`src/rtl/core/axis_angle_to_euler_unit_macros.svh`:
```
// Assertion macros used by the axis-angle to Euler RTL.
// Included by files that carry concurrent assertions; no other dependencies.
`ifndef AXIS_ANGLE_TO_EULER_UNIT_MACROS_SVH
`define AXIS_ANGLE_TO_EULER_UNIT_MACROS_SVH

// Same-cycle implication, disabled in reset
`define AAE_ASSERT_IMPL(label, clk, rst, ante, cons, msg) \
   label: assert property (@(posedge clk) disable iff (rst) (ante) |-> (cons)) \
      else $error(msg);

// Implication after a fixed number of cycles, disabled in reset
`define AAE_ASSERT_DELAY(label, clk, rst, ante, dly, cons, msg) \
   label: assert property (@(posedge clk) disable iff (rst) (ante) |-> ##dly (cons)) \
      else $error(msg);

`endif

```
`src/rtl/core/aae_pkg.sv`:
```
// Package for the axis-angle to Euler converter: types, fixed-point constants,
// arctangent table. No dependencies.
package aae_pkg;

   // Internal fixed point: signed Q28 in DW bits
   localparam int DW        = 40;
   localparam int FRAC      = 28;
   localparam int TABLE_LEN = 24;
   localparam int CORDIC_ITERATIONS_DEF = 16;

   // Square root: 29 digit steps on a 57-bit radicand
   localparam int SQ_STEPS = 29;
   localparam int SQ_NW    = 57;
   localparam int SQ_RW    = 58;

   localparam logic signed [DW-1:0] ONE_Q     = DW'(1) <<< FRAC;
   localparam logic signed [DW-1:0] PI_Q      = DW'(843314857);
   localparam logic signed [DW-1:0] HALF_PI_Q = DW'(421657428);
   localparam logic signed [DW-1:0] GAIN_Q    = DW'(163008218);

   // Pole bank angles after output rounding
   localparam logic signed [15:0] POLE_BANK_N = 16'((HALF_PI_Q + DW'(16384)) >>> 15);
   localparam logic signed [15:0] POLE_BANK_S =
      16'((DW'(0) - HALF_PI_Q + DW'(16384)) >>> 15);

   // pole_case codes
   localparam logic [1:0] POLE_REGULAR = 2'd0;
   localparam logic [1:0] POLE_NORTH   = 2'd1;
   localparam logic [1:0] POLE_SOUTH   = 2'd2;

   // CSR map
   localparam int   CSR_AW             = 3;
   localparam logic CSR_POLE_THRESHOLD = 1'b0;
   localparam logic [14:0] POLE_THR_RESET = 15'd16351;

   typedef struct packed {
      logic signed [15:0] axis_x;
      logic signed [15:0] axis_y;
      logic signed [15:0] axis_z;
      logic signed [15:0] rotation_angle;
   } req_type;

   typedef struct packed {
      logic signed [15:0] heading_angle;
      logic signed [15:0] attitude_angle;
      logic signed [15:0] bank_angle;
      logic [1:0]         pole_case;
   } rsp_type;

   // Rotation-mode CORDIC state
   typedef struct packed {
      logic signed [DW-1:0] x;
      logic signed [DW-1:0] y;
      logic signed [DW-1:0] ang;
      logic                 neg;
   } rot_type;

   // Vectoring-mode CORDIC state
   typedef struct packed {
      logic signed [DW-1:0] x;
      logic signed [DW-1:0] y;
      logic signed [DW-1:0] z;
      logic                 zero;
   } vec_type;

   // Digit-by-digit square root state
   typedef struct packed {
      logic [SQ_NW-1:0] n;
      logic [SQ_RW-1:0] res;
   } sqrt_type;

   // atan(2^-i) in Q28
   function automatic logic signed [DW-1:0] atan_entry(input int unsigned idx);
      case (idx)
         0:  return DW'(32'h0C90FDAA);
         1:  return DW'(32'h076B19C1);
         2:  return DW'(32'h03EB6EBF);
         3:  return DW'(32'h01FD5BA9);
         4:  return DW'(32'h00FFAADD);
         5:  return DW'(32'h007FF556);
         6:  return DW'(32'h003FFEAA);
         7:  return DW'(32'h001FFFD5);
         8:  return DW'(32'h000FFFFA);
         9:  return DW'(32'h0007FFFF);
         10: return DW'(32'h0003FFFF);
         11: return DW'(32'h0001FFFF);
         12: return DW'(32'h0000FFFF);
         13: return DW'(32'h00007FFF);
         14: return DW'(32'h00003FFF);
         15: return DW'(32'h00001FFF);
         16: return DW'(32'h00000FFF);
         17: return DW'(32'h000007FF);
         18: return DW'(32'h000003FF);
         19: return DW'(32'h000001FF);
         20: return DW'(32'h000000FF);
         21: return DW'(32'h0000007F);
         22: return DW'(32'h0000003F);
         23: return DW'(32'h0000001F);
         default: return '0;
      endcase
   endfunction

endpackage

```
`src/rtl/core/aae_sqrt_cell.sv`:
```
// One digit step of the integer square root with its output register.
// Depends on aae_pkg.
module aae_sqrt_cell #(
   parameter int unsigned IDX = 0
) (
   input  logic              clock,
   input  aae_pkg::sqrt_type prev_data,
   output aae_pkg::sqrt_type next_data
);
   import aae_pkg::*;

   localparam logic [SQ_RW-1:0] ROOT_BIT = SQ_RW'(1) << (2 * (SQ_STEPS - 1 - IDX));

   sqrt_type         step_ff, step_in;
   logic [SQ_RW-1:0] trial;

   // Try this digit: subtract res + bit when it fits
   always_comb begin
      trial = prev_data.res + ROOT_BIT;
      if ({1'b0, prev_data.n} >= trial) begin
         step_in.n   = SQ_NW'({1'b0, prev_data.n} - trial);
         step_in.res = (prev_data.res >> 1) + ROOT_BIT;
      end else begin
         step_in.n   = prev_data.n;
         step_in.res = prev_data.res >> 1;
      end
   end

   always_ff @(posedge clock) begin
      step_ff <= step_in;
   end

   assign next_data = step_ff;
endmodule

```
`config.mk`:
```
export PLATFORM = sky130hd
export DESIGN_NAME = aae_sqrt_cell
export DESIGN_NICKNAME = d
export VERILOG_FILES = /design/src/rtl/core/axis_angle_to_euler_unit_macros.svh /design/src/rtl/core/aae_pkg.sv /design/src/rtl/core/aae_sqrt_cell.sv
export SDC_FILE = /design/constraint.sdc
export NUM_CORES = 1
export LEC_CHECK = 0
export CORE_UTILIZATION = 60
export CTS_CLUSTER_DIAMETER = 60
export DETAILED_ROUTE_END_ITERATION = 6
export DONT_BUFFER_PORTS = 1
export PLACE_DENSITY = 0.84
export SLEW_MARGIN = 10
export SYNTH_ARGS = -nofsm -noshare
export SYNTH_HDL_FRONTEND = slang
export SYNTH_SLANG_ARGS = --single-unit
```
`constraint.sdc`:
```
create_clock -name clock -period 8 [get_ports clock]
set_input_delay 0.8 -clock clock [delete_from_list [all_inputs] [get_ports clock]]
set_output_delay 0.8 -clock clock [all_outputs]
set_load 0.1 [all_outputs]
```
### Word level (Yosys, flattened, before mapping)

Cells that the tools add are included.
W data, S select, Z words.

* bits in registers: 115
* latch bits: 0
* memory bits (writable): 0
* ROM bits: 0
* input port bits: 116
* output and inout port bits: 115
* memories kept: 0

* $add $sub $neg: 3
* multiply operators: 0
* div/mod/pow operators: 0
* $lt $le $gt $ge: 1
* equal/unequal tests: 0
* shifts and indexed selects: 0
* mux-type cells: 1
* bitwise operators: 0
* reduce and logical (&&, ||, !) cells: 0

Operator list (number)
* $mux W115: 1
* $add A57 B57 Y58 const B: 1
* $add A58 B57 Y58 const B: 1
* $ge A57 B58 Y1: 1
* $sub A57 B57 Y57: 1

### Logic depth before layout (Yosys ltp)

* depth after elaboration: 3
* depth in mapped cells: 16
* mapped depth without buffers: 14

### Worst setup path before layout

OpenSTA, ideal clock, no wires.

* path kind: input port to flip-flop
* from: input prev_data[58] in the netlist's numbering
* to: register step_ff, in the netlist next_data[107]
* library setup time: 0.121 ns
* arrival: 3.550 ns
* required time: 7.879 ns
* setup slack: 4.329 ns
* cell stages on the path: 16
* cells stage by stage: inv_1 ha_1 inv_1 fa_1 a21oi_1 o21ai_0 a31oi_1 and2_1 o211a_1 a21oi_4 a21oi_2 o21ba_1 o21a_1 buf_6 buf_6 mux2_2

RTL lines
* start, declared: line aae_sqrt_cell.sv:7 `input aae_pkg::sqrt_type prev_data,`
* end signal, assigned: line aae_sqrt_cell.sv:30 `step_ff <= step_in;`
* end, declared: line aae_sqrt_cell.sv:14 `sqrt_type step_ff, step_in;`

==> results.yml <==
global_route:
  track_usage_pct: 30.2
  grt_start_max_net_pins: 36
  grt_pass1_wl_um: 26100
  antenna_found_initial: 1
  gr-total-overflow: 0
  grt_pass1_vias: 5360
hold_path:
  hold_depth: 0
  min_path_type: "in -> reg"
finish:
  final_cells: 842
  largest_reg_flops: 115
  area_growth_pct: 10.3
  fin_nets: 866
  utilization_pct: 68.0
  layout-drive-gt1-share_pct: 13.8
drt:
  drc: 0
  vias: 5163
  dr.pass1.iters: 5
  vias_per_cell: 6.13
  routed_wl_um: 16600
  drt-initial-drc-count: 287
  wl_per_cell_um: 19.8
  ant_nets: 0
clock_network:
  cts_num_sinks: 115
  root_buffer: "clkbuf_8"
  tritoncts: "done"
  hold_buffers: 0
  post-cts-setup-buffers: 0
  clkTransAtPathRegs_ns: 0.06
  cts_resized: 0
  cts_max_level: 4
  cts_buffers: 17
  cts_buffer_depth: 2
synth:
  synthSimpleGateAreaFrac_pct: 10.3
  synth_nets: 870
  synth_area_leaders: "dfxtp_1, ha_1, mux2_2"
  syn_inst: 696
  synth_top_area_share_pct: 36.2
  synth_area_leader_cell: "dfxtp_1"
  synth.area.mux_share_pct: 9.87
  synth-edff-count: 0
  avgSynthCellArea_um2: 9.14
  synth_flop_cell: "dfxtp_1"
  yosys-top-cells-count: "dfxtp_1, inv_1, ha_1"
  ys_seq_area_share_pct: 36.2
  netlist_area_um2: 6360
  synthAdderAreaFrac_pct: 11.5
  synth_xor_area_share_pct: 7.57
  synth_seq_cells: 115
  synth_warnings: 0
  synth_compound_area_share_pct: 18.7
  synth_top_family_by_area: "compound AO/OA/AOI/OAI gates"
  ys_types: 57
  synth.most_common_cell: "dfxtp_1"
  synthArstFlopShare_pct: 0
place:
  gp_congestion: 0.928
  placed_cells: 809
  dpl.hpwl_um: 12700
  numPortBuffers: 0
power_and_ir_drop:
  p_leak_nw: 3.25
  power_mw: 2.17
  vdd_ir_drop_max_mv: 0.210
  powerDensity_nw_per_um2: 309
die:
  die_h_um: 105
  die_area_um2: 11000
  start_util_pct: 61.6
  rows: 37
  core_um2: 10300
  num_io_pins: 231
  die_width_um: 105
sta:
  max_freq_mhz: 230
  drv_slew: 0
  post-route-period-util_pct: 54.4
  final-hold-violation-count: 0
  whs_ns: 0.296
  setup_violations: 0
  tightest_slew_ns: 1.01
  rsz0062_at_grt: "false"
  post-route-min-period_ns: 4.35
  finalSetupTns_ns: 0
  max_slew_margin_pct: 32.3
job:
  max_cap_viol_count: 0
critical_path:
  crit_path_start_kind: "input pin"
  critPathBufInv: 3
  cp_num_cells: 15
  crit_path_end_kind: "register"
  critical-path-max-stage-delay_ns: 0.57
  crit_chain: "inv_1 -> ha_1 -> inv_1 -> fa_1 -> a21oi_1 -> o21ai_0 -> a31oi_1 -> and2_1 -> o211a_1 -> a21oi_4 -> a21oi_2 -> o21ba_1 -> o21a_2 -> buf_4 -> mux2_2"
  cp_slowest_cell: "o21a_2"
  crit_family: "compound AO/OA/AOI/OAI gates"
  cp_max_fo: 35
  cp.required_ns: 8.41
  crit_type: "in -> reg"
  crit_path_frequent_cell: "inv_1"
  arrival_ns: 4.76
run_status:
  outcome: "completed"
final timing paths:
| path | endpoint | from |
|---|---|---|
| hold / removal | next_data[25]$_DFF_P_ | prev_data[26] |
| setup / recovery | next_data[73]$_DFF_P_ | prev_data[58] |
metrics by stage:
step / setup slack (ns) / area (um^2)
global route: 3.43 / 7020
CTS: 3.71 / 7020
floorplan: 4.33 / 6360
detailed placement: 3.22 / 6420
global placement: 3.46 / 6420
finish: 3.65 / 7020
power breakdown:
group / internal [mW] / switching [mW] / leakage [nW]
combinational: 0.152 / 0.197 / 1.99
clock: 0.481 / 0.269 / 0.288
sequential: 0.631 / 0.438 / 0.970
kinds of logic (layout without fill, tap and decap cells):
group                    Yosys count  after routing
XOR/XNOR                          55             55
AO/OA/AOI/OAI                    183            183
multiplexers                      56             56
flip-flops                       115            115
AND/OR/NAND/NOR                  137            137
buffers and inverters             92            101
adder cells (fa/ha/maj)           58             58
other                              0              1
metal layers:
metal / up-vias / wire [um] / GRT usage (%)
li1: 2431 / - / -
met3: 51 / 1370 / 10.2
met2: 280 / 8270 / 52.6
met5: - / 0 / 0
met1: 2401 / 6430 / 33.0
met4: 0 / 568 / 13.5
layout by cell type (no fill, tap or decap), types with 5 or more instances in the layout:
| cell type | n |
|---|---|
| a31oi_1 | 8 |
| o21bai_1 | 7 |
| a21oi_1 | 52 |
| clkbuf_16 | 16 |
| and3_1 | 7 |
| dfxtp_1 | 115 |
| o21a_1 | 6 |
| nand2_1 | 51 |
| nand2b_1 | 5 |
| nand4_1 | 14 |
| nor2b_1 | 6 |
| xnor2_1 | 29 |
| ha_1 | 57 |
| nor3_1 | 7 |
| inv_1 | 68 |
| xor2_1 | 26 |
| nor2_1 | 26 |
| a211oi_1 | 7 |
| a21o_1 | 32 |
| o21ai_0 | 37 |
| nand3_1 | 9 |
| mux2_2 | 54 |
final cells by class:
class                   count  area [um^2]
multi-input cells         489         3690
fillers                   805         3300
flip-flops and latches    115         2300
clock buffers              19          432
inverters                  68          255
well taps                 136          170
clock inverters            13          160
repair buffers              1         7.51
diodes                      1         2.50
No activity file was read; power rests on OpenSTA's default activity.
