<file path="config.mk">
export PLATFORM = sky130hd
export DESIGN_NAME = aae_vec_cell
export DESIGN_NICKNAME = d
export VERILOG_FILES = /design/src/rtl/core/axis_angle_to_euler_unit_macros.svh /design/src/rtl/core/aae_pkg.sv /design/src/rtl/core/aae_vec_cell.sv
export SDC_FILE = /design/constraint.sdc
export NUM_CORES = 1
export LEC_CHECK = 0
export BUFFER_PORTS_ARGS = -buffer_cell sky130_fd_sc_hd__clkbuf_2
export CORE_MARGIN = 2
export CORE_UTILIZATION = 51
export CTS_CLUSTER_SIZE = 8
export DETAILED_ROUTE_END_ITERATION = 10
export GPL_TIMING_DRIVEN = 0
export PLACE_DENSITY = 0.83
export REMOVE_ABC_BUFFERS = 1
export SKIP_LAST_GASP = 1
export SLEW_MARGIN = 20
export SYNTH_ARGS = -nofsm -noshare
export SYNTH_HDL_FRONTEND = slang
export SYNTH_SLANG_ARGS = --single-unit
</file>
<file path="constraint.sdc">
create_clock -name clock -period 4.75 [get_ports clock]
set_input_delay 0.95 -clock clock [delete_from_list [all_inputs] [get_ports clock]]
set_output_delay 0.95 -clock clock [all_outputs]
set_load 0.01 [all_outputs]
</file>
<file path="src/rtl/core/axis_angle_to_euler_unit_macros.svh">
// Assertion macros used by the axis-angle to Euler RTL.
// Included by files that carry concurrent assertions; no other dependencies.
`ifndef AXIS_ANGLE_TO_EULER_UNIT_MACROS_SVH
`define AXIS_ANGLE_TO_EULER_UNIT_MACROS_SVH

// Same-cycle implication, disabled in reset
`define AAE_ASSERT_IMPL(label, clk, rst, ante, cons, msg) \
   label: assert property (@(posedge clk) disable iff (rst) (ante) |-> (cons)) \
      else $error(msg);

// Implication after a fixed number of cycles, disabled in reset
`define AAE_ASSERT_DELAY(label, clk, rst, ante, dly, cons, msg) \
   label: assert property (@(posedge clk) disable iff (rst) (ante) |-> ##dly (cons)) \
      else $error(msg);

`endif

</file>
<file path="src/rtl/core/aae_pkg.sv">
// Package for the axis-angle to Euler converter: types, fixed-point constants,
// arctangent table. No dependencies.
package aae_pkg;

   // Internal fixed point: signed Q28 in DW bits
   localparam int DW        = 40;
   localparam int FRAC      = 28;
   localparam int TABLE_LEN = 24;
   localparam int CORDIC_ITERATIONS_DEF = 16;

   // Square root: 29 digit steps on a 57-bit radicand
   localparam int SQ_STEPS = 29;
   localparam int SQ_NW    = 57;
   localparam int SQ_RW    = 58;

   localparam logic signed [DW-1:0] ONE_Q     = DW'(1) <<< FRAC;
   localparam logic signed [DW-1:0] PI_Q      = DW'(843314857);
   localparam logic signed [DW-1:0] HALF_PI_Q = DW'(421657428);
   localparam logic signed [DW-1:0] GAIN_Q    = DW'(163008218);

   // Pole bank angles after output rounding
   localparam logic signed [15:0] POLE_BANK_N = 16'((HALF_PI_Q + DW'(16384)) >>> 15);
   localparam logic signed [15:0] POLE_BANK_S =
      16'((DW'(0) - HALF_PI_Q + DW'(16384)) >>> 15);

   // pole_case codes
   localparam logic [1:0] POLE_REGULAR = 2'd0;
   localparam logic [1:0] POLE_NORTH   = 2'd1;
   localparam logic [1:0] POLE_SOUTH   = 2'd2;

   // CSR map
   localparam int   CSR_AW             = 3;
   localparam logic CSR_POLE_THRESHOLD = 1'b0;
   localparam logic [14:0] POLE_THR_RESET = 15'd16351;

   typedef struct packed {
      logic signed [15:0] axis_x;
      logic signed [15:0] axis_y;
      logic signed [15:0] axis_z;
      logic signed [15:0] rotation_angle;
   } req_type;

   typedef struct packed {
      logic signed [15:0] heading_angle;
      logic signed [15:0] attitude_angle;
      logic signed [15:0] bank_angle;
      logic [1:0]         pole_case;
   } rsp_type;

   // Rotation-mode CORDIC state
   typedef struct packed {
      logic signed [DW-1:0] x;
      logic signed [DW-1:0] y;
      logic signed [DW-1:0] ang;
      logic                 neg;
   } rot_type;

   // Vectoring-mode CORDIC state
   typedef struct packed {
      logic signed [DW-1:0] x;
      logic signed [DW-1:0] y;
      logic signed [DW-1:0] z;
      logic                 zero;
   } vec_type;

   // Digit-by-digit square root state
   typedef struct packed {
      logic [SQ_NW-1:0] n;
      logic [SQ_RW-1:0] res;
   } sqrt_type;

   // atan(2^-i) in Q28
   function automatic logic signed [DW-1:0] atan_entry(input int unsigned idx);
      case (idx)
         0:  return DW'(32'h0C90FDAA);
         1:  return DW'(32'h076B19C1);
         2:  return DW'(32'h03EB6EBF);
         3:  return DW'(32'h01FD5BA9);
         4:  return DW'(32'h00FFAADD);
         5:  return DW'(32'h007FF556);
         6:  return DW'(32'h003FFEAA);
         7:  return DW'(32'h001FFFD5);
         8:  return DW'(32'h000FFFFA);
         9:  return DW'(32'h0007FFFF);
         10: return DW'(32'h0003FFFF);
         11: return DW'(32'h0001FFFF);
         12: return DW'(32'h0000FFFF);
         13: return DW'(32'h00007FFF);
         14: return DW'(32'h00003FFF);
         15: return DW'(32'h00001FFF);
         16: return DW'(32'h00000FFF);
         17: return DW'(32'h000007FF);
         18: return DW'(32'h000003FF);
         19: return DW'(32'h000001FF);
         20: return DW'(32'h000000FF);
         21: return DW'(32'h0000007F);
         22: return DW'(32'h0000003F);
         23: return DW'(32'h0000001F);
         default: return '0;
      endcase
   endfunction

endpackage

</file>
<file path="src/rtl/core/aae_vec_cell.sv">
// One vectoring-mode CORDIC micro-rotation with its output register.
// Depends on aae_pkg.
module aae_vec_cell #(
   parameter int unsigned IDX = 0
) (
   input  logic             clock,
   input  aae_pkg::vec_type prev_data,
   output aae_pkg::vec_type next_data
);
   import aae_pkg::*;

   vec_type step_ff, step_in;

   // Drive y toward zero, accumulate angle
   always_comb begin
      step_in.zero = prev_data.zero;
      if (prev_data.y >= 0) begin
         step_in.x = prev_data.x + (prev_data.y >>> IDX);
         step_in.y = prev_data.y - (prev_data.x >>> IDX);
         step_in.z = prev_data.z + atan_entry(IDX);
      end else begin
         step_in.x = prev_data.x - (prev_data.y >>> IDX);
         step_in.y = prev_data.y + (prev_data.x >>> IDX);
         step_in.z = prev_data.z - atan_entry(IDX);
      end
   end

   always_ff @(posedge clock) begin
      step_ff <= step_in;
   end

   assign next_data = step_ff;
endmodule

</file>
Word-level counts from Yosys, hierarchy flattened
Index checks and enable logic that the tools add are counted.
{ "word_totals": {"ff_bits": 121, "out_inout_bits": 121, "elab_cells": 11} }
{ "classes": {"add_sub_neg": 5, "order_cmp": 1, "n_mux": 1} }
{ "ops": {"columns": ["operator", "count"], "rows": [
  ["$mux W120", 1],
  ["$sub A40 B40 Y40", 2],
  ["$add A40 B29 Y40 const B", 1],
  ["$add A40 B40 Y40", 1],
  ["$ge A40 B1 Y1 const B", 1],
  ["$sub A40 B29 Y40 const B", 1]
]} }

Logic depth before layout (Yosys ltp)
{ "logic_depth": {"depth_word": 2, "mapped_depth": 16, "depth_no_buf": 12} }

Worst setup path before layout
OpenSTA, ideal clock, no wires.
{ "synth_path": {"kind": "input -> register", "from": "in prev_data[80] in the netlist's numbering", "to": "reg step_ff (netlist bit next_data[35])", "setup_time_ns": 0.072, "arrival_ns": 4.644, "setup_slack_ns": 0.034, "cell_stages": 16, "path_cell_list": "inv_1 > clkbuf_1 > buf_1 > clkbuf_8 > clkbuf_1 > ha_1 > and3_1 > or3_1 > a211o_1 > a21oi_4 > o31ai_4 > a31oi_4 > o21a_1 > buf_6 > mux2i_1 > xor2_1"} }
{ "synth_lines": {"columns": ["element", "line_no", "source"], "rows": [
  ["start, declared", "aae_vec_cell.sv:7", "input aae_pkg::vec_type prev_data,"],
  ["end signal, assigned", "aae_vec_cell.sv:29", "step_ff <= step_in;"],
  ["end, declared", "aae_vec_cell.sv:12", "vec_type step_ff, step_in;"]
]} }

==> reports/qor.yml <==
synth:
  netlist_area_um2: 11500
  ys_seq_elements: 120
  synth_top_area_cell: "dfxtp_1"
  ys_seq_area_frac: 0.208
  synthTopCellsByArea: "dfxtp_1 21%, ha_1 14%, a21oi_1 7.4%"
  ys_warn_count: 0
  synth_top_area_share: 0.208
  synth_cell_types: 104
  synthCells: 1486
  synth-edff-count: 0
  postSynth.asyncResetShare: 0
  synth_most_common_cell: "a21oi_1"
  synthTopCellsByCount: "171 x a21oi_1, 135 x inv_1, 132 x ha_1"
  synth_ff_type: "dfxtp_1"
  synth.avg_cell_area_um2: 7.76
final_layout:
  areaGrowthSynthToFinish_pct: 16.0
  post-route-cell-area_um2: 13400
  largest_register_ffs: 120
  num_antenna_cells: 0
  drive_gt1_frac: 0.194
  final_net_count: 1934
  nFillCells: 2056
die:
  boundaryPins: 243
  core-area_um2: 22400
  rows: 55
  die_y_um: 154
  die_area_um2: 23800
  die_x_um: 154
  start_util: 0.514
clock_network:
  holdBufCountCts: 0
  htreeDepth: 4
  cts_buffer_depth: 2
  cts_resized: 0
  tritoncts: "done"
  clk_pin_slew_ns: 0.06
  cts_made_buffers: 17
  cts_sinks: 120
  cts_setup_buffers: 0
  root_buffer: "clkbuf_16"
drt:
  drt_first_pass_iters: 7
  topRoutingLayerUsed: "met4"
  vias_per_cell: 6.08
  wl_met1_um: 14700
  route.met3.wl_um: 3090
  ant_nets: 0
  met2_length_um: 16500
  dr.first_iter.drc_count: 1136
  avgRoutedWirePerCell_um: 18.1
  drt_wl_total_um: 35700
  vias: 12001
  drc: 0
critical_path:
  crit_type: "primary input to flop"
  cp_data_required_time_ns: 5.10
  cp_slowest_cell: "a311oi_1"
  arrival_ns: 4.72
  slowest_delay_ns: 0.44
  critPathLaunchType: "primary input"
  path_cells: "clkbuf_8 > buf_16 > inv_6 > buf_12 > ha_1 > and3_1 > o31ai_1 > and2_1 > a211oi_1 > a311oi_1 > o31ai_1 > a211o_1 > mux2i_1 > xor2_1"
  path_max_fanout: 57
  crit_top_cell: "o31ai_1"
  endpoint_kind: "flop"
run_status:
  outcome: "finished clean"
global_route:
  grt_pass1_vias: 11277
  grt_use_total: 0.286
  gr-total-overflow: 0
  grt_max_degree: 114
  grt_pass1_wl_um: 55600
  antenna_found_initial: 0
power_and_ir_drop:
  vdd_drop_max_mv: 0.194
  total_power_mw: 4.30
  p_per_area_nw_per_um2: 322
  p_leak_nw: 6.28
timing:
  drv_slew: 0
  max_freq_mhz: 229
  final.setup.tns_ns: 0
  hold_viol_final: 0
  setup-violations-final: 0
  tightest_slew_ns: 0.958
  relSlewSlack: 0.353
  min_period_ns: 4.37
  rsz0062_at_grt: "false"
  fin_crit_sh: 0.919
place:
  dpl_cell_area_um2: 12700
  gp_congestion: 1.03
  io_buffer_count: 242
  dpl.hpwl_um: 27300
flow_run:
  max_cap_violations: 0
min_path:
  hold_path.class: "primary input to flop"
kinds of logic after synthesis:
| group | synth area share |
|---|---|
| adders and majority gates | 0.148 |
| buffers and inverters | 0.0821 |
| AOI/OAI and AO/OA | 0.293 |
| muxes | 0.0269 |
| xor gates and xnor gates | 0.0896 |
| DFF | 0.208 |
| and+or+nand+nor | 0.152 |
placed cells by master (no fill, tap or decap), types with 7 or more instances in the layout:
cell type,n
a211oi_1,20
a21o_1,29
a21oi_1,171
a221oi_1,8
a31oi_1,12
and2_1,8
and3_1,7
clkbuf_16,18
clkbuf_2,241
dfxtp_1,120
ha_1,132
inv_1,134
mux2i_1,31
nand2_1,78
nand2b_1,13
nand3_1,31
nand4_1,12
nor2_1,106
nor2b_1,17
nor3_1,38
nor4_1,7
o211ai_1,16
o21a_1,9
o21ai_0,98
o21bai_1,30
o22ai_1,9
o31ai_1,11
or2_2,9
or3_1,8
xnor2_1,97
xor2_1,21
power by group:
part           leakage [nW]  switching [mW]  internal, mW  total (mW)
Combinational          4.98           0.999         0.637        1.64
Sequential             1.01          0.0612          1.23        1.29
Clock                 0.286           0.532         0.844        1.38
Total                  6.28            1.59          2.71        4.30
metrics by stage:
stage,utilization,cells,hold slack [ns],setup slack [ns]
floorplan,-,1413,0.978,-0.410
global placement,0.565,1940,1.05,-4.67
detailed placement,0.568,1942,1.06,-0.0894
CTS,0.595,1974,0.613,0.365
global route,0.596,1975,0.617,0.153
finish,0.596,1975,0.628,0.384
critical path, delay by kind of cell:
kind            cells  cell delay, ns
mux                 1            0.22
xor+xnor            1            0.16
compound gates      5            1.41
buf+inv             4            1.12
fa+ha+maj           1            0.37
simple gates        2            0.41
worst paths after layout:
path / start / endpoint / slack [ns] / depth (start not counted)
max: prev_data[80] / next_data[38]$_DFF_P_ / 0.38 / 14
min: prev_data[0] / next_data[0]$_DFF_P_ / 0.63 / 1
routing by layer:
layer  up-vias  track usage
li1       5657            -
met1      5534        0.358
met2       689        0.480
met3       121       0.0521
met4         0        0.129
met5         -            0
final cells by class:
| type | count | area (um^2) | area share |
|---|---|---|---|
| tap | 285 | 357 | 0.0267 |
| sequential | 120 | 2400 | 0.180 |
| clock buffer | 19 | 443 | 0.0331 |
| timing repair buffer | 245 | 1290 | 0.0967 |
| clock inverter | 13 | 169 | 0.0126 |
| multi-input combinational | 1154 | 8180 | 0.612 |
| inverter | 139 | 527 | 0.0394 |
(Power assumes the default switching activity.)
