File: src/rtl/core/axis_angle_to_euler_unit_macros.svh
// Assertion macros used by the axis-angle to Euler RTL.
// Included by files that carry concurrent assertions; no other dependencies.
`ifndef AXIS_ANGLE_TO_EULER_UNIT_MACROS_SVH
`define AXIS_ANGLE_TO_EULER_UNIT_MACROS_SVH

// Same-cycle implication, disabled in reset
`define AAE_ASSERT_IMPL(label, clk, rst, ante, cons, msg) \
   label: assert property (@(posedge clk) disable iff (rst) (ante) |-> (cons)) \
      else $error(msg);

// Implication after a fixed number of cycles, disabled in reset
`define AAE_ASSERT_DELAY(label, clk, rst, ante, dly, cons, msg) \
   label: assert property (@(posedge clk) disable iff (rst) (ante) |-> ##dly (cons)) \
      else $error(msg);

`endif

File: src/rtl/core/aae_pkg.sv
// Package for the axis-angle to Euler converter: types, fixed-point constants,
// arctangent table. No dependencies.
package aae_pkg;

   // Internal fixed point: signed Q28 in DW bits
   localparam int DW        = 40;
   localparam int FRAC      = 28;
   localparam int TABLE_LEN = 24;
   localparam int CORDIC_ITERATIONS_DEF = 16;

   // Square root: 29 digit steps on a 57-bit radicand
   localparam int SQ_STEPS = 29;
   localparam int SQ_NW    = 57;
   localparam int SQ_RW    = 58;

   localparam logic signed [DW-1:0] ONE_Q     = DW'(1) <<< FRAC;
   localparam logic signed [DW-1:0] PI_Q      = DW'(843314857);
   localparam logic signed [DW-1:0] HALF_PI_Q = DW'(421657428);
   localparam logic signed [DW-1:0] GAIN_Q    = DW'(163008218);

   // Pole bank angles after output rounding
   localparam logic signed [15:0] POLE_BANK_N = 16'((HALF_PI_Q + DW'(16384)) >>> 15);
   localparam logic signed [15:0] POLE_BANK_S =
      16'((DW'(0) - HALF_PI_Q + DW'(16384)) >>> 15);

   // pole_case codes
   localparam logic [1:0] POLE_REGULAR = 2'd0;
   localparam logic [1:0] POLE_NORTH   = 2'd1;
   localparam logic [1:0] POLE_SOUTH   = 2'd2;

   // CSR map
   localparam int   CSR_AW             = 3;
   localparam logic CSR_POLE_THRESHOLD = 1'b0;
   localparam logic [14:0] POLE_THR_RESET = 15'd16351;

   typedef struct packed {
      logic signed [15:0] axis_x;
      logic signed [15:0] axis_y;
      logic signed [15:0] axis_z;
      logic signed [15:0] rotation_angle;
   } req_type;

   typedef struct packed {
      logic signed [15:0] heading_angle;
      logic signed [15:0] attitude_angle;
      logic signed [15:0] bank_angle;
      logic [1:0]         pole_case;
   } rsp_type;

   // Rotation-mode CORDIC state
   typedef struct packed {
      logic signed [DW-1:0] x;
      logic signed [DW-1:0] y;
      logic signed [DW-1:0] ang;
      logic                 neg;
   } rot_type;

   // Vectoring-mode CORDIC state
   typedef struct packed {
      logic signed [DW-1:0] x;
      logic signed [DW-1:0] y;
      logic signed [DW-1:0] z;
      logic                 zero;
   } vec_type;

   // Digit-by-digit square root state
   typedef struct packed {
      logic [SQ_NW-1:0] n;
      logic [SQ_RW-1:0] res;
   } sqrt_type;

   // atan(2^-i) in Q28
   function automatic logic signed [DW-1:0] atan_entry(input int unsigned idx);
      case (idx)
         0:  return DW'(32'h0C90FDAA);
         1:  return DW'(32'h076B19C1);
         2:  return DW'(32'h03EB6EBF);
         3:  return DW'(32'h01FD5BA9);
         4:  return DW'(32'h00FFAADD);
         5:  return DW'(32'h007FF556);
         6:  return DW'(32'h003FFEAA);
         7:  return DW'(32'h001FFFD5);
         8:  return DW'(32'h000FFFFA);
         9:  return DW'(32'h0007FFFF);
         10: return DW'(32'h0003FFFF);
         11: return DW'(32'h0001FFFF);
         12: return DW'(32'h0000FFFF);
         13: return DW'(32'h00007FFF);
         14: return DW'(32'h00003FFF);
         15: return DW'(32'h00001FFF);
         16: return DW'(32'h00000FFF);
         17: return DW'(32'h000007FF);
         18: return DW'(32'h000003FF);
         19: return DW'(32'h000001FF);
         20: return DW'(32'h000000FF);
         21: return DW'(32'h0000007F);
         22: return DW'(32'h0000003F);
         23: return DW'(32'h0000001F);
         default: return '0;
      endcase
   endfunction

endpackage

File: src/rtl/core/aae_rot_cell.sv
// One rotation-mode CORDIC micro-rotation with its output register.
// Depends on aae_pkg.
module aae_rot_cell #(
   parameter int unsigned IDX = 0
) (
   input  logic             clock,
   input  aae_pkg::rot_type prev_data,
   output aae_pkg::rot_type next_data
);
   import aae_pkg::*;

   rot_type step_ff, step_in;

   // Turn toward zero residual angle
   always_comb begin
      step_in.neg = prev_data.neg;
      if (prev_data.ang >= 0) begin
         step_in.x   = prev_data.x - (prev_data.y >>> IDX);
         step_in.y   = prev_data.y + (prev_data.x >>> IDX);
         step_in.ang = prev_data.ang - atan_entry(IDX);
      end else begin
         step_in.x   = prev_data.x + (prev_data.y >>> IDX);
         step_in.y   = prev_data.y - (prev_data.x >>> IDX);
         step_in.ang = prev_data.ang + atan_entry(IDX);
      end
   end

   always_ff @(posedge clock) begin
      step_ff <= step_in;
   end

   assign next_data = step_ff;
endmodule

File: config.mk
export PLATFORM = sky130hd
export DESIGN_NAME = aae_rot_cell
export DESIGN_NICKNAME = d
export VERILOG_FILES = /design/src/rtl/core/axis_angle_to_euler_unit_macros.svh /design/src/rtl/core/aae_pkg.sv /design/src/rtl/core/aae_rot_cell.sv
export SDC_FILE = /design/constraint.sdc
export NUM_CORES = 1
export LEC_CHECK = 0
export BUFFER_PORTS_ARGS = -buffer_cell sky130_fd_sc_hd__buf_2
export CAP_MARGIN = 10
export CELL_PAD_IN_SITES_DETAIL_PLACEMENT = 1
export CELL_PAD_IN_SITES_GLOBAL_PLACEMENT = 2
export CORE_UTILIZATION = 33
export CTS_BUF_LIST = sky130_fd_sc_hd__clkbuf_2 sky130_fd_sc_hd__clkbuf_4 sky130_fd_sc_hd__clkbuf_8
export DETAILED_ROUTE_END_ITERATION = 10
export GPL_TIMING_DRIVEN = 0
export PLACE_DENSITY = 0.93
export SYNTH_ARGS = -nofsm -noshare
export SYNTH_HDL_FRONTEND = slang
export SYNTH_SLANG_ARGS = --single-unit
File: constraint.sdc
create_clock -name clock -period 6.77 [get_ports clock]
set_input_delay 1.0155 -clock clock [delete_from_list [all_inputs] [get_ports clock]]
set_output_delay 1.0155 -clock clock [all_outputs]
set_load 0.02 [all_outputs]
Yosys cells after proc, flatten, opt, wreduce, memory -nomap -nowiden
Cells that the tools add are included. Widths: inputs -> output; s select.

Register bits after elaboration: 121. Logic and storage cells: 11. Input bits: 122. Output and inout bits: 121.

Order comparisons: 1. Multiplexer cells: 1. $add $sub $neg: 5.

Operator list (count): $mux 120 (1); $sub 40x40->40 (2); $add 40x29->40 const B (1); $add 40x40->40 (1); $ge 40x1->1 const B (1); $sub 40x29->40 const B (1).

Logic depth before layout (Yosys ltp)
Gate-level depths: netlist of the first run.

Depth after elaboration: 2. Gate-level depth with buffers: 20. Depth with buffers taken out: 17.

Worst setup path before layout of the first run
Ideal clock, no wire load.

Path kind: input to register. Start point: input prev_data[30] (netlist bit). End point: register step_ff (netlist bit next_data[37]). Library setup time: 127 ps. Stages on the path: 19. Arrival: 5198 ps. Path buffers: 3. Path slack: 1445 ps. Required time: 6643 ps. Path through: or4_1 -> nor4_1 -> nand3_1 -> nor3_1 -> nand2b_1 -> buf_4 -> inv_2 -> clkbuf_1 -> buf_1 -> ha_1 -> a21oi_1 -> o21ai_0 -> o41ai_1 -> o41ai_2 -> a311oi_2 -> o31ai_2 -> a221oi_1 -> o21ai_1 -> xor2_1.

RTL lines: from (decl) (RTL line aae_rot_cell.sv:7) `input aae_pkg::rot_type prev_data,`; to (signal assigned) (RTL line aae_rot_cell.sv:29) `step_ff <= step_in;`; to (decl) (RTL line aae_rot_cell.sv:12) `rot_type step_ff, step_in;`.

==> flow_summary.toml, run 1 <==
[layout]
fin_nets = 2139
final_util_pct = 39.5
layout-drive-gt1-share_pct = 17.0
syn2layout_area_growth_pct = 18.0
layout_commonest_cell = "buf_2"
layout.cells.non_filler = 2334
mostFrequentLayoutCells = "260 x buf_2, 189 x a21oi_1, 155 x ha_1, 143 x nor2_1, 131 x inv_1"
largest_register_ffs = 120

[pwr]
power.density_mw_per_mm2 = 214
p_sw_share_pct = 45.4
power_leakage_nw = 6.46
p_int_mw = 1.64
p_seq_share_pct = 30.4
switchingPower_mw = 1.37
clkPwrFrac_pct = 20.6
ir_drop_mv = 0.130
pwr-share-comb_pct = 49.0

[routing]
drt_iter0_markers = 937
drt_wl_total_mm = 50.3
dr.pass1.iters = 7
wl_per_cell_um = 21.5
drc = 0
antenna_left = 0
vias = 13100
viasPerCell = 5.60

[global_route]
grt_pass1_wl_mm = 75.2
grt_usage_pct = 27.0
overflow = 0
grt_antenna_before_repair = 3
grt_pass1_vias = 13000
grt_max_degree = 33

[timing]
rsz0062_at_grt = "false"
min_period_ps = 6340
setup_violations = 0
finalCritPeriodShare_pct = 93.6
clock.fmax_mhz = 158
hold_violations = 0
maxSlewHeadroom_pct = 30.8
worstMarginPinSlew_ps = 1010
drv_slew = 0

[setup_path]
crit_path_end_kind = "flip-flop"
arrival_ps = 6740
startpoint = "prev_data[40]"
cp-endpoint = "next_data[38]$_DFF_P_"
required_ps = 7170
cp_max_fo = 23
worst-setup-path-type = "in -> reg"
crit_path_start_kind = "input port"

[synth]
syn_inst = 1597
ys_seq_area_share_pct = 20.2
syn_area_mm2 = 0.0119
syn_nets = 1878
synth_edf_count = 0
synth_flop_cell = "dfxtp_1"
yosysUniqueCellTypes = 76
avgSynthCellArea_um2 = 7.46
yosys_warnings = 0
ys_async_sr_fraction_pct = 0
synth_seq_cells = 120

[placed_design]
place_hpwl_mm = 40.9
dp_cells = 2300
place_congestion = 0.954
port_buffers = 242

[floorplan]
core_mm2 = 0.0356
die_y_um = 192
fp-row-count = 69
dieArea_mm2 = 0.0369
ios = 243
fp.dieW_um = 192
initial_core_util_pct = 33.5

[clocking]
clockBufferDepth = 2
cts_root_buf = "clkbuf_8"
clkTransAtPathRegs_ps = 90
post_cts_resized = 0
cts_tree = "built"
cts_hold_buf = 0
post_cts_buffers = 0
cts_htree_levels = 4
cts_buffers = 17
cts_sinks = 120

[run_status]
status = "completed"

[job]
cap_violations = 0

[min_path]
hold_path.class = "in -> reg"
holdPathStages = 1
## cell usage after synthesis (4+ instances only)
cell | n | area (um^2)
a2111oi_0 | 5 | 43.8
a211o_1 | 4 | 35.0
a211oi_1 | 20 | 150
a21boi_0 | 8 | 60.1
a21o_1 | 48 | 360
a21oi_1 | 189 | 946
a221oi_1 | 7 | 61.3
a311oi_1 | 4 | 35.0
a31oi_1 | 14 | 87.6
and3_1 | 5 | 31.3
buf_1 | 14 | 52.6
buf_2 | 17 | 85.1
clkbuf_1 | 35 | 131
dfxtp_1 | 120 | 2400
fa_1 | 4 | 80.1
ha_1 | 155 | 1940
inv_1 | 131 | 492
mux2i_1 | 18 | 180
nand2_1 | 101 | 379
nand2b_1 | 12 | 75.1
nand3_1 | 33 | 165
nand4_1 | 30 | 188
nor2_1 | 143 | 537
nor2b_1 | 24 | 150
nor3_1 | 41 | 205
nor4_1 | 20 | 125
o2111ai_1 | 9 | 78.8
o211ai_1 | 16 | 120
o21a_1 | 18 | 135
o21ai_0 | 115 | 576
o21ai_1 | 4 | 20.0
o21bai_1 | 27 | 203
o22ai_1 | 4 | 25.0
o311ai_0 | 4 | 35.0
o31ai_1 | 15 | 113
or2_2 | 7 | 43.8
or3_1 | 5 | 31.3
or4_1 | 4 | 30.0
xnor2_1 | 94 | 823
xor2_1 | 18 | 158
## power by group through the flow
stage,Sequential [mW],Clock [mW],Combinational [mW]
2_1_floorplan,1.15,0,0.707
3_3_place_gp,0.929,0,1.43
3_5_place_dp,0.934,0,1.45
4_1_cts,0.919,0.646,1.46
5_1_grt,0.932,0.668,1.58
6_report,0.915,0.620,1.47
## worst max-delay path, cell delays in order
cell and delay (ps):
buf_2 120, inv_1 80, ha_1 210, nor4b_1 380
nand4_1 170, nor3_1 250, nand2b_1 170, buf_4 230
inv_2 70, clkbuf_1 380, buf_2 540, ha_1 520
a211oi_1 100, nor2_1 230, o21ai_1 230, a2111oi_1 740
o21ai_1 310, o21ba_2 320, o31ai_1 390, or4b_2 210
nand3_1 70
## worst min-delay path by stage
| stage | from | to | slack, ps |
|---|---|---|---|
| 6_report | prev_data[0] | next_data[0]$_DFF_P_ | 600 |
| 4_1_cts | prev_data[0] | next_data[0]$_DFF_P_ | 570 |
| 2_1_floorplan | prev_data[0] | next_data[0]$_DFF_P_ | 1040 |
| 3_5_place_dp | prev_data[0] | next_data[0]$_DFF_P_ | 1120 |
| 3_3_place_gp | prev_data[0] | next_data[0]$_DFF_P_ | 1120 |
| 5_1_grt | prev_data[0] | next_data[0]$_DFF_P_ | 590 |
## area by class of cell
type | count | area [um^2]
Multi-Input combinational cell | 1274 | 8720
Inverter | 134 | 503
Clock inverter | 11 | 76.3
Timing Repair Buffer | 242 | 1210
Tap cell | 461 | 577
Fill cell | 4544 | 21500
Clock buffer | 21 | 277
Sequential cell | 120 | 2400
Buffer | 69 | 293
Antenna cell | 2 | 5.00
## routing by layer
metal	vias to the layer above	wire [um]	GRT usage [%]
met5	-	26	0
met4	4	1710	10.7
met3	105	3080	4.62
met2	489	23100	44.7
met1	6257	22400	34.5
li1	6221	-	-
## cells by family (layout without fill, tap and decap cells)
logic type | after synthesis | after routing | synth area share [%]
other | 0 | 2 | 0
AND/OR/NAND/NOR | 437 | 437 | 17.3
flip-flops | 120 | 120 | 20.2
AO/OA/AOI/OAI | 548 | 548 | 29.2
buffers and inverters | 203 | 477 | 6.67
adder cells (fa/ha/maj) | 159 | 159 | 16.9
multiplexers | 18 | 18 | 1.51
XOR/XNOR | 112 | 112 | 8.23
## through the flow
step           setup slack [ps]  TNS, ps  cell area, um^2  hold WS (ps)  power, mW
3_5_place_dp               -163     -172            13700          1120       2.38
2_1_floorplan              1440        0            11900          1040       1.86
3_3_place_gp               -651    -3140            13700          1120       2.36
5_1_grt                     211        0            14100           590       3.18
6_report                    431        0            14100           601       3.01
4_1_cts                     377        0            14100           565       3.02
No activity file was read; power rests on OpenSTA's default activity.
==> run 2, diff against run 1 <==
--- a/config.mk
+++ b/config.mk
@@ -5,15 +5,17 @@
 export SDC_FILE = /design/constraint.sdc
 export NUM_CORES = 1
 export LEC_CHECK = 0
+export ABC_AREA = 1
 export BUFFER_PORTS_ARGS = -buffer_cell sky130_fd_sc_hd__buf_2
 export CAP_MARGIN = 10
 export CELL_PAD_IN_SITES_DETAIL_PLACEMENT = 1
 export CELL_PAD_IN_SITES_GLOBAL_PLACEMENT = 2
-export CORE_UTILIZATION = 33
+export CORE_UTILIZATION = 30
 export CTS_BUF_LIST = sky130_fd_sc_hd__clkbuf_2 sky130_fd_sc_hd__clkbuf_4 sky130_fd_sc_hd__clkbuf_8
 export DETAILED_ROUTE_END_ITERATION = 10
 export GPL_TIMING_DRIVEN = 0
-export PLACE_DENSITY = 0.93
+export MAX_ROUTING_LAYER = met4
+export PLACE_DENSITY = 0.91
 export SYNTH_ARGS = -nofsm -noshare
 export SYNTH_HDL_FRONTEND = slang
 export SYNTH_SLANG_ARGS = --single-unit
==> run 2 against run 1 <==
Hold slack worse by 56 ps. Die area is 34% higher. Cell area up 21%. Combinational power up 10%. First-iteration DRC count is 5.0% lower. Cell count increased by 46%. Critical path depth decreased by 6. Non-clock buffer count decreased by 15. Critical endpoint is now next_data[35]$_DFF_P_.
==> flow_summary.toml, run 2 <==
[run_status]
status = "completed"

[clocking]
cts_buffers = 17
cts_tree = "built"
post_cts_resized = 0
cts_hold_buf = 0
cts_sinks = 120
cts_htree_levels = 4
clkTransAtPathRegs_ps = 80
post_cts_buffers = 0
cts_root_buf = "clkbuf_8"
clockBufferDepth = 2

[floorplan]
core_mm2 = 0.0478
die_y_um = 222
fp.dieW_um = 222
fp-row-count = 80
initial_core_util_pct = 30.5
ios = 243
dieArea_mm2 = 0.0495

[synth]
synth_top_area_share_pct = 21.3
syn_nets = 2797
synth_flop_cell = "dfxtp_1"
ys_seq_area_share_pct = 16.5
syn_area_mm2 = 0.0146
synth.area.top_cells = "nand2_1 21%, dfxtp_1 16%, ha_1 13%"
yosys_warnings = 0
syn_inst = 2516
ys_async_sr_fraction_pct = 0
synth_common_cells = "829 x nand2_1, 395 x inv_1, 219 x nor2_1"
synth_edf_count = 0
yosysUniqueCellTypes = 44
synth_largest_area_cell = "nand2_1"
synth_most_common_cell = "nand2_1"
avgSynthCellArea_um2 = 5.79
synth_seq_cells = 120

[routing]
drt_wl_total_mm = 67.3
drt_iter0_markers = 890
vias = 17100
antenna_left = 0
wl_per_cell_um = 19.8
dr.pass1.iters = 5
viasPerCell = 5.02
drc = 0

[placed_design]
port_buffers = 242
place_hpwl_mm = 57.9
place_congestion = 0.974

[layout]
mostFrequentLayoutCells = "829 x nand2_1, 395 x inv_1, 248 x buf_2, 219 x nor2_1, 199 x nand3_1"
layout-drive-gt1-share_pct = 14.5
fillers = 6544
layout_commonest_cell = "nand2_1"
largest_register_ffs = 120
final_util_pct = 35.5
syn2layout_area_growth_pct = 16.4
fin_nets = 3058

[global_route]
grt_pass1_wl_mm = 101
grt_pass1_vias = 17900
grt_usage_pct = 28.0
overflow = 0
grt_antenna_before_repair = 0
grt_max_degree = 33

[setup_path]
arrival_ps = 4660
cpPeakStageDelay_ps = 580
required_ps = 7240
crit_buf_inv = 3
crit_path_start_kind = "input port"
crit_chain = "buf_2 -> nor4_1 -> nand4_1 -> nor2_1 -> nor2_1 -> buf_2 -> buf_6 -> ha_1 -> a21oi_1 -> o21ai_0 -> a21oi_1 -> nand3_1 -> nand2_1 -> a21o_1 -> nand2_1"
startpoint = "prev_data[38]"
crit_family = "simple AND/OR/NAND/NOR gates"
crit_path_end_kind = "flip-flop"
cp_max_fo = 23
worst-setup-path-type = "in -> reg"
cp_slowest_cell = "nor4_1"
worst-path-stages = 15
cp-endpoint = "next_data[35]$_DFF_P_"

[pwr]
power.density_mw_per_mm2 = 189
power.total_mw = 3.21
power_leakage_nw = 9.48
ir_drop_mv = 0.140

[timing]
rsz0062_at_grt = "false"
hold_violations = 0
finalCritPeriodShare_pct = 61.8
min_period_ps = 4190
clock.fmax_mhz = 239
drv_slew = 0
worstMarginPinSlew_ps = 1080
setup_violations = 0
tns_ps = 0
maxSlewHeadroom_pct = 27.8

[job]
cap_violations = 0

[min_path]
hold_path.class = "in -> reg"
==> run 2: changes by cell type in the layout (fill, tap and decap cells not counted), moves of 19 or more <==
cell | before | now
xnor2_1 | 94 | 7
nor3_1 | 41 | 15
nor2_2 | 0 | 27
a21o_1 | 48 | 8
inv_1 | 131 | 395
clkbuf_1 | 35 | 2
a211oi_1 | 20 | 0
nand3_1 | 33 | 199
xor2_1 | 18 | 61
nor2b_1 | 24 | 0
nand2_1 | 101 | 829
nor2_1 | 143 | 219
buf_4 | 3 | 27
buf_6 | 0 | 19
==> run 2: layout make-up <==
class	count	area, um^2	area share (%)
Clock buffer	17	234	1.38
Timing Repair Buffer	242	1210	7.14
Multi-Input combinational cell	1943	10200	60.3
Sequential cell	120	2400	14.2
Tap cell	615	769	4.54
Buffer	54	454	2.68
Antenna cell	1	2.50	0.0148
Inverter	399	1500	8.83
Clock inverter	15	169	0.996
==> run 2: report_power, final <==
group | leakage, nW | total [mW] | internal [mW] | switching, mW
registers | 1.01 | 0.877 | 0.845 | 0.0324
clock network | 0.201 | 0.715 | 0.334 | 0.381
logic | 8.26 | 1.62 | 0.487 | 1.13
total | 9.48 | 3.21 | 1.67 | 1.54
==> run 2: cells by family after synthesis <==
| family | Yosys count | synth area share, % |
|---|---|---|
| adder cells (fa/ha/maj) | 159 | 13.9 |
| AO/OA/AOI/OAI | 352 | 12.9 |
| XOR/XNOR | 68 | 4.09 |
| flip-flops | 120 | 16.5 |
| buffers and inverters | 453 | 13.4 |
| AND/OR/NAND/NOR | 1364 | 39.3 |
==> run 2: per-layer routing <==
metal | up-vias | wire length, um | track usage, % | part of all wire, %
met1 | 8161 | 30000 | 33.6 | 44
met5 | - | 0 | - | 0
met3 | 107 | 2950 | 3.66 | 4.4
met2 | 428 | 32300 | 48.0 | 48
met4 | 0 | 2080 | 9.97 | 3.1
li1 | 8406 | - | - | -
==> run 2: through the flow <==
stage	std cells	area, um^2	worst slack (ps)	hold WS [ps]
after floorplan	2516	14600	3270	1040
after global placement	3373	16600	1990	1120
after detailed placement	3373	16600	1970	1120
after CTS	3405	17000	2600	481
after global routing	3405	17000	2330	513
final	3406	17000	2580	545
==> run 2: worst min-delay path by stage <==
stage,slack (ps),startpoint,to,cells past startpoint
floorplan,1040,prev_data[0],next_data[0]$_DFF_P_,0
global placement,1120,prev_data[0],next_data[0]$_DFF_P_,1
detailed placement,1120,prev_data[0],next_data[0]$_DFF_P_,1
CTS,480,prev_data[0],next_data[0]$_DFF_P_,1
global route,510,prev_data[0],next_data[0]$_DFF_P_,1
finish,540,prev_data[0],next_data[0]$_DFF_P_,1
